`src/hdl/hps_pkg.sv`:
```
// shared constants, types and helpers of the hash partition slot assigner
package hps_pkg;

  localparam int unsigned MAX_PARTITIONS = 256;
  localparam int unsigned COUNT_WIDTH    = 32;

  // fixed field widths
  localparam int unsigned HASH_W     = 64;
  localparam int unsigned CFG_W      = 9;
  localparam int unsigned PART_IDX_W = 8;
  localparam int unsigned SLOT_W     = 32;

  // derived widths
  localparam int unsigned PART_W = (MAX_PARTITIONS > 1) ? $clog2(MAX_PARTITIONS) : 1;
  localparam int unsigned DIV_W  = $clog2(MAX_PARTITIONS + 1);
  localparam int unsigned SH_W   = PART_W + 1;
  localparam int unsigned EFF_W  = (DIV_W > CFG_W) ? DIV_W : CFG_W;

  // remainder unit: hash bits consumed per cycle
  localparam int unsigned BITS_PER_STEP = 8;
  localparam int unsigned DIV_STEPS     = HASH_W / BITS_PER_STEP;
  localparam int unsigned STEP_W        = (DIV_STEPS > 1) ? $clog2(DIV_STEPS) : 1;

  typedef logic [COUNT_WIDTH-1:0] count_t;
  typedef logic [PART_W-1:0]      part_t;
  typedef logic [DIV_W-1:0]       divisor_t;

  localparam count_t CNT_MAX = '1;

  // zero acts as one, anything above the table size acts as the table size
  function automatic divisor_t eff_divisor(input logic [CFG_W-1:0] cfg);
    logic [EFF_W-1:0] n;
    n = EFF_W'(cfg);
    if (n == '0) begin
      n = EFF_W'(1);
    end
    if (n > EFF_W'(MAX_PARTITIONS)) begin
      n = EFF_W'(MAX_PARTITIONS);
    end
    return DIV_W'(n);
  endfunction

endpackage

```
`src/hdl/hps_mod_unit.sv`:
```
// iterative remainder unit: hash modulo partition count, several bits per cycle
module hps_mod_unit (
  input  logic                         clk_i,
  input  logic                         rst_ni,
  input  logic                         start_i,
  input  logic [hps_pkg::HASH_W-1:0]   dividend_i,
  input  hps_pkg::divisor_t            divisor_i,
  output logic                         done_o,
  output hps_pkg::part_t               rem_o
);

  logic [hps_pkg::HASH_W-1:0]  hash_q, hash_d;
  hps_pkg::part_t              rem_q, rem_d;
  logic [hps_pkg::STEP_W-1:0]  step_q, step_d;
  logic                        busy_q, busy_d;
  logic                        done_q, done_d;

  // restoring remainder over one group of hash bits, msb first
  always_comb begin
    logic [hps_pkg::SH_W-1:0] t;
    hash_d = hash_q;
    rem_d  = rem_q;
    step_d = step_q;
    busy_d = busy_q;
    done_d = 1'b0;
    t      = '0;
    if (start_i) begin
      hash_d = dividend_i;
      rem_d  = '0;
      step_d = '0;
      busy_d = 1'b1;
    end else if (busy_q) begin
      for (int unsigned b = 0; b < hps_pkg::BITS_PER_STEP; b++) begin
        t = {rem_d, hash_q[hps_pkg::HASH_W-1-b]};
        if (t >= hps_pkg::SH_W'(divisor_i)) begin
          t = t - hps_pkg::SH_W'(divisor_i);
        end
        rem_d = t[hps_pkg::PART_W-1:0];
      end
      hash_d = hash_q << hps_pkg::BITS_PER_STEP;
      step_d = step_q + 1'b1;
      if (step_q == hps_pkg::STEP_W'(hps_pkg::DIV_STEPS - 1)) begin
        busy_d = 1'b0;
        done_d = 1'b1;
      end
    end
  end

  always_ff @(posedge clk_i or negedge rst_ni) begin
    if (!rst_ni) begin
      busy_q <= 1'b0;
      done_q <= 1'b0;
      step_q <= '0;
    end else begin
      busy_q <= busy_d;
      done_q <= done_d;
      step_q <= step_d;
    end
  end

  always_ff @(posedge clk_i) begin
    hash_q <= hash_d;
    rem_q  <= rem_d;
  end

  assign done_o = done_q;
  assign rem_o  = rem_q;

endmodule

```
`config.mk`:
```
export PLATFORM = sky130hd
export DESIGN_NAME = hps_mod_unit
export DESIGN_NICKNAME = d
export VERILOG_FILES = /design/src/hdl/hps_pkg.sv /design/src/hdl/hps_mod_unit.sv
export SDC_FILE = /design/constraint.sdc
export NUM_CORES = 1
export LEC_CHECK = 0
export ABC_CLOCK_PERIOD_IN_PS = 18800
export BUFFER_PORTS_ARGS = -buffer_cell sky130_fd_sc_hd__buf_2
export CORE_MARGIN = 5
export CORE_UTILIZATION = 60
export CTS_CLUSTER_DIAMETER = 100
export CTS_CLUSTER_SIZE = 25
export DETAILED_ROUTE_END_ITERATION = 12
export GPL_ROUTABILITY_DRIVEN = 0
export GPL_TIMING_DRIVEN = 0
export PLACE_DENSITY_LB_ADDON = 0.3
export SLEW_MARGIN = 25
export SYNTH_ARGS = -nofsm -noshare
export SYNTH_HDL_FRONTEND = slang
export SYNTH_SLANG_ARGS = --single-unit
```
`constraint.sdc`:
```
create_clock -name clk_i -period 18.8 [get_ports clk_i]
set_input_delay 0 -clock clk_i [delete_from_list [all_inputs] [get_ports clk_i]]
set_output_delay 0 -clock clk_i [all_outputs]
set_load 0.02 [all_outputs]
```
==> reports/summary.txt, run 1 <==
Post-DRT Antenna Nets -> 0
Post-Syn Instances -> 679
Placeable Area -> 11,400 um^2
Top Ports -> 85
Port Buf Inserts -> 83
largest net degree at the start of global routing -> 65
Fin. Hold Viols -> 0
R2R cell count -> 62
area delta synth->final -> 22.4%
fin nets -> 996
r2r endpoint -> rem_o[4]
Avg Cell Area, Syn -> 10.2 um^2
TritonCTS clock tree -> built
worst hold stages -> 2
wire per inst -> 21.8 um
FF+latch count, synth -> 77
crit share post-route -> 86.9%
first-pass GRT wire length -> 33,100 um
Main synth FF type -> edfxtp_1
Antenna diodes -> 0
Crit path required time -> 19.09 ns
Initial Util -> 60.9%
Post-DP HPWL -> 13,400 um
post-route non-filler standard cell count -> 986
Yosys warnings -> 0
WL final -> 21,500 um
most frequent cell after synthesis -> ha_1
startpoint types -> register
placed insts -> 905
total congestion overflow -> 0
post-route cell area -> 8470 um^2
DIE HEIGHT -> 117 um
setup ws final -> 2.46 ns
Final Skew -> 0.0144 ns
gr usage total -> 29.8%
worst skew pair latency -> 0.35 ns
Async S/R FF share, synth -> 6.49%
Hold Crit Start -> dividend_i[29]
drt pass-1 iters -> 6
Worst Hold End -> hash_q[29]
pre-CTS WS -> 2.86 ns
Slew Viols, Final -> 0
most frequent CP cell -> ha_1
mapped cell area -> 6920 um^2
Hold WC Path Type -> input pin to register
Initial DRC Count -> 517
Clk pin slew, worst setup/hold paths -> 0.08 ns
Num CTS Buffers -> 9
Die W -> 117 um
Slowest cell on crit path -> o31ai_1
routed vias -> 6,372
RR Startpoint -> hash_q[63]
Reg2Reg Setup Slack -> 2.46 ns
num rows -> 39
status -> finished clean
vias in the first global route -> 6,467
crit-path max FO -> 10
clk buf depth -> 2
die area -> 13,800 um^2
CP endpoint kind -> register
share of layout cells above drive strength 1 -> 23.5%
top cell type by total area after synthesis -> edfxtp_1
placed cell area -> 7520 um^2
synth unique cells -> 71
slowest stage delay, CP -> 0.69 ns
Seq/Total Area, Yosys -> 31.9%
crit path DAT -> 16.62 ns
Final setup viols -> 0
FMAX -> 0.0612 GHz
most frequent cells after synthesis -> ha_1 (74), mux2_2 (72), edfxtp_1 (64)
worst-margin pin slew -> 0.916 ns
Max-slew headroom -> 39.0%
H-tree levels -> 3
Root Driver -> clkbuf_16
fin crit period -> 16.34 ns
Post-synth EDFFs -> 64
Max Cap Violations -> 0
setup TNS -> 0 ns
Syn Nets -> 837
clock sinks -> 77
post-synth top area share -> 27.8%
critical path type -> register to register
synth top area cells -> edfxtp_1 (28%), ha_1 (13%), mux2_2 (12%), xor2_1 (2.5%), a21o_1 (2.5%)
RSZ-0062 raised after global routing -> no
CTS resizes -> 0
DR DRC count -> 0
DR vias/cell -> 6.46
initial antenna violation count -> 0
==> flip-flops by register name, summed over array words and instances (netlist names) <==
name,flops
hash_q,64
rem_o,8
step_q,3
busy_q,1
done_o,1
==> critical path: cells and delay by family, from the launching register on <==
family / cells / cell delay (ns)
adders and majority gates: 9 / 3.05
and+or+nand+nor: 12 / 1.78
AOI/OAI and AO/OA: 29 / 8.06
buffers and inverters: 7 / 1.22
xor gates and xnor gates: 1 / 0.09
DFF: 1 / 0.44
muxes: 4 / 1.59
==> layer usage <==
layer | GRT usage [%] | wire, um | up-vias
met5 | 0 | 0 | -
met4 | 19.4 | 1570 | 0
met3 | 5.68 | 1770 | 118
met2 | 51.8 | 10600 | 402
met1 | 33.2 | 7570 | 2977
li1 | - | - | 2875
==> logic make-up (layout without fill, tap and decap cells) <==
| group | count (synthesis) | after routing | share of synthesized area [%] |
|---|---|---|---|
| buffers and inverters | 62 | 226 | 3.53 |
| xor gates and xnor gates | 35 | 35 | 4.43 |
| adders and majority gates | 82 | 82 | 15.7 |
| DFF | 77 | 77 | 31.9 |
| AOI/OAI and AO/OA | 181 | 181 | 18.9 |
| and+or+nand+nor | 158 | 158 | 11.9 |
| muxes | 84 | 84 | 13.7 |
==> cell usage in the layout (no fill, tap or decap), drive strengths merged, types with 5 or more instances in the layout <==
cell type,n
a211oi,10
a21boi,6
a21o,23
a21oi,34
and2,11
buf,90
clkbuf,20
dfrtp,5
dfxtp,8
dlygate4sd3,65
edfxtp,64
fa,8
ha,74
inv,49
mux2,75
mux2i,9
nand2,20
nand2b,10
nand3,17
nand4,9
nor2,38
nor2b,17
nor3,14
nor3b,5
o21a,24
o21ai,37
o31ai,6
or2,5
xnor2,15
xor2,20
==> final cells by class <==
type | count | area (um^2)
flip-flops and latches | 77 | 2210
plain buffers | 18 | 78.8
multi-input cells | 540 | 4470
repair buffers | 148 | 1070
fillers | 761 | 2900
well taps | 143 | 179
clock inverters | 7 | 75.1
inverters | 44 | 165
clock buffers | 9 | 225
==> metrics by stage <==
step                util (%)  hold WS [ns]
finish                  74.5        0.0278
CTS                     74.4       0.00214
global route            74.5        0.0193
detailed placement      66.1        -0.181
global placement        66.1        -0.186
floorplan                  -        -0.296
==> how the worst max path moves through the flow <==
stage	from	endpoint	slack, ns	depth (start not counted)
floorplan	rem_o[3]	rem_o[4]	5.61	59
finish	hash_q[63]	rem_o[4]	2.46	62
global route	hash_q[63]	rem_o[4]	1.77	61
detailed placement	divisor_i[1]	rem_o[4]	2.86	60
global placement	divisor_i[1]	rem_o[4]	3.27	62
CTS	hash_q[63]	rem_o[4]	2.98	61
==> timing repair <==
item | in CTS | in global routing
hold buffers | 64 | 1
setup buffers | 0 | 0
hold endpoints to repair | 67 | 1
Power of run 1 is not shown: default switching activity piles up to over one toggle a cycle in this logic, so the estimate is an artifact.
==> run 2, diff against run 1 <==
--- a/config.mk
+++ b/config.mk
@@ -5,14 +5,14 @@
 export SDC_FILE = /design/constraint.sdc
 export NUM_CORES = 1
 export LEC_CHECK = 0
-export ABC_CLOCK_PERIOD_IN_PS = 18800
+export ABC_CLOCK_PERIOD_IN_PS = 19500
 export BUFFER_PORTS_ARGS = -buffer_cell sky130_fd_sc_hd__buf_2
+export CAP_MARGIN = 20
 export CORE_MARGIN = 5
 export CORE_UTILIZATION = 60
 export CTS_CLUSTER_DIAMETER = 100
 export CTS_CLUSTER_SIZE = 25
 export DETAILED_ROUTE_END_ITERATION = 12
-export GPL_ROUTABILITY_DRIVEN = 0
 export GPL_TIMING_DRIVEN = 0
 export PLACE_DENSITY_LB_ADDON = 0.3
 export SLEW_MARGIN = 25
==> constraint.sdc (replaced) <==
create_clock -name clk_i -period 19.5 [get_ports clk_i]
set_input_delay 0 -clock clk_i [delete_from_list [all_inputs] [get_ports clk_i]]
set_output_delay 0 -clock clk_i [all_outputs]
set_load 0.02 [all_outputs]
==> reports/summary.txt, run 2 (synthesis results as in run 1) <==
routed vias -> 6,301
Root Driver -> clkbuf_16
setup ws final -> 3.12 ns
Port Buf Inserts -> 83
FMAX -> 0.0610 GHz
drt pass-1 iters -> 6
fin crit period -> 16.38 ns
DIE HEIGHT -> 117 um
area delta synth->final -> 22.5%
setup TNS -> 0 ns
Final setup viols -> 0
setup bufs post-CTS -> 0
post-route non-filler standard cell count -> 987
Reg2Reg Setup Slack -> 3.12 ns
Slowest cell on crit path -> a221oi_2
WL final -> 21,300 um
Post-DRT Antenna Nets -> 0
clock sinks -> 77
DR vias/cell -> 6.38
startpoint types -> register
slowest stage delay, CP -> 0.72 ns
crit path DAT -> 16.67 ns
multi-input logic area -> 4470 um^2
Clk pin slew, worst setup/hold paths -> 0.07 ns
max reg flops -> 64
placed insts -> 905
wire per inst -> 21.5 um
crit-path max FO -> 10
critical path type -> register to register
Worst Hold End -> rem_o[5]
Fin. Hold Viols -> 0
commonest non-fill, non-tap cell in the layout -> buf_2
Initial Util -> 60.9%
Crit path required time -> 19.79 ns
Placeable Area -> 11,400 um^2
Reg area -> 2210 um^2
initial antenna violation count -> 0
Final Skew -> 0.0128 ns
Worst setup startpoint -> hash_q[63]
RR Startpoint -> hash_q[63]
Worst Path Buf+Inv -> 7
RD Place Congestion -> 0.967
Reg with most FFs -> hash_q
total congestion overflow -> 0
fin nets -> 997
share of layout cells above drive strength 1 -> 23.5%
R2R cell count -> 60
CTS resizes -> 0
most frequent CP cell -> ha_1
Initial DRC Count -> 601
Top Ports -> 85
gr usage total -> 30.3%
die area -> 13,800 um^2
hold_ws -> 0.360 ns
first-pass GRT wire length -> 33,400 um
Antenna diodes -> 0
Max-slew headroom -> 39.7%
worst-margin pin slew -> 0.905 ns
num rows -> 39
Num CTS Buffers -> 9
CP endpoint kind -> register
DR DRC count -> 0
pre-CTS WS -> 3.56 ns
Filler cells -> 731
worst hold stages -> 5
Hold Crit Start -> start_i
clk buf depth -> 2
RSZ-0062 raised after global routing -> no
status -> finished clean
Max Cap Violations -> 0
H-tree levels -> 3
Largest delay share family, worst path -> compound AO/OA/AOI/OAI gates
largest net degree at the start of global routing -> 65
worst skew pair latency -> 0.36 ns
Post-DP HPWL -> 13,500 um
r2r endpoint -> rem_o[4]
Die W -> 117 um
commonest non-fill, non-tap cells in the layout -> buf_2 (86), ha_1 (74), mux2_2 (72), dlygate4sd3_1 (66), edfxtp_1 (64)
Hold WC Path Type -> input pin to register
vias in the first global route -> 6,534
TritonCTS clock tree -> built
Slew Viols, Final -> 0
crit share post-route -> 84.0%
[run 2: changes by cell type in the layout (fill, tap and decap cells not counted)]
cell / delta
dlygate4sd3_1: +1
[run 2: area by class of cell]
type	instances	area share, %
Buffer	18	0.930
Clock buffer	9	2.66
Clock inverter	7	0.885
Inverter	44	1.95
Multi-Input combinational cell	540	52.7
Sequential cell	77	26.0
Tap cell	143	2.11
Timing Repair Buffer	149	12.7
[run 2: per-stage QoR]
stage	util (%)	instance area, um^2
2_1_floorplan	-	6920
5_1_grt	74.6	8480
3_5_place_dp	66.1	7520
3_3_place_gp	66.1	7510
4_1_cts	74.6	8480
6_report	74.6	8480
[run 2: layer usage]
| metal | part of all wire (%) | global-route usage (%) |
|---|---|---|
| met1 | 36 | 33.8 |
| met2 | 50 | 52.5 |
| met3 | 7.6 | 6.26 |
| met4 | 6.8 | 19.0 |
| met5 | 0 | 0 |
[run 2: how the worst max path moves through the flow]
stage / slack [ns] / depth (start not counted) / to
floorplan: 6.31 / 59 / rem_o[4]
global placement: 4.02 / 62 / rem_o[4]
detailed placement: 3.56 / 61 / rem_o[4]
CTS: 3.69 / 60 / rem_o[4]
global route: 2.47 / 58 / rem_o[4]
finish: 3.12 / 60 / rem_o[4]
[run 2: repair_timing]
action                                  4_1_cts  5_1_grt
hold buffers                                 66        0
hold endpoints to repair                     69        0
endpoints found under the setup margin        0        0
[run 2: tightest hold or removal path, delay by kind of cell]
kind                   cells  cell delay (ns)
buffers and inverters      2             0.40
AND/OR/NAND/NOR            2             0.21
AO/OA/AOI/OAI              1             0.06
Power of run 2 is left out for the same reason.
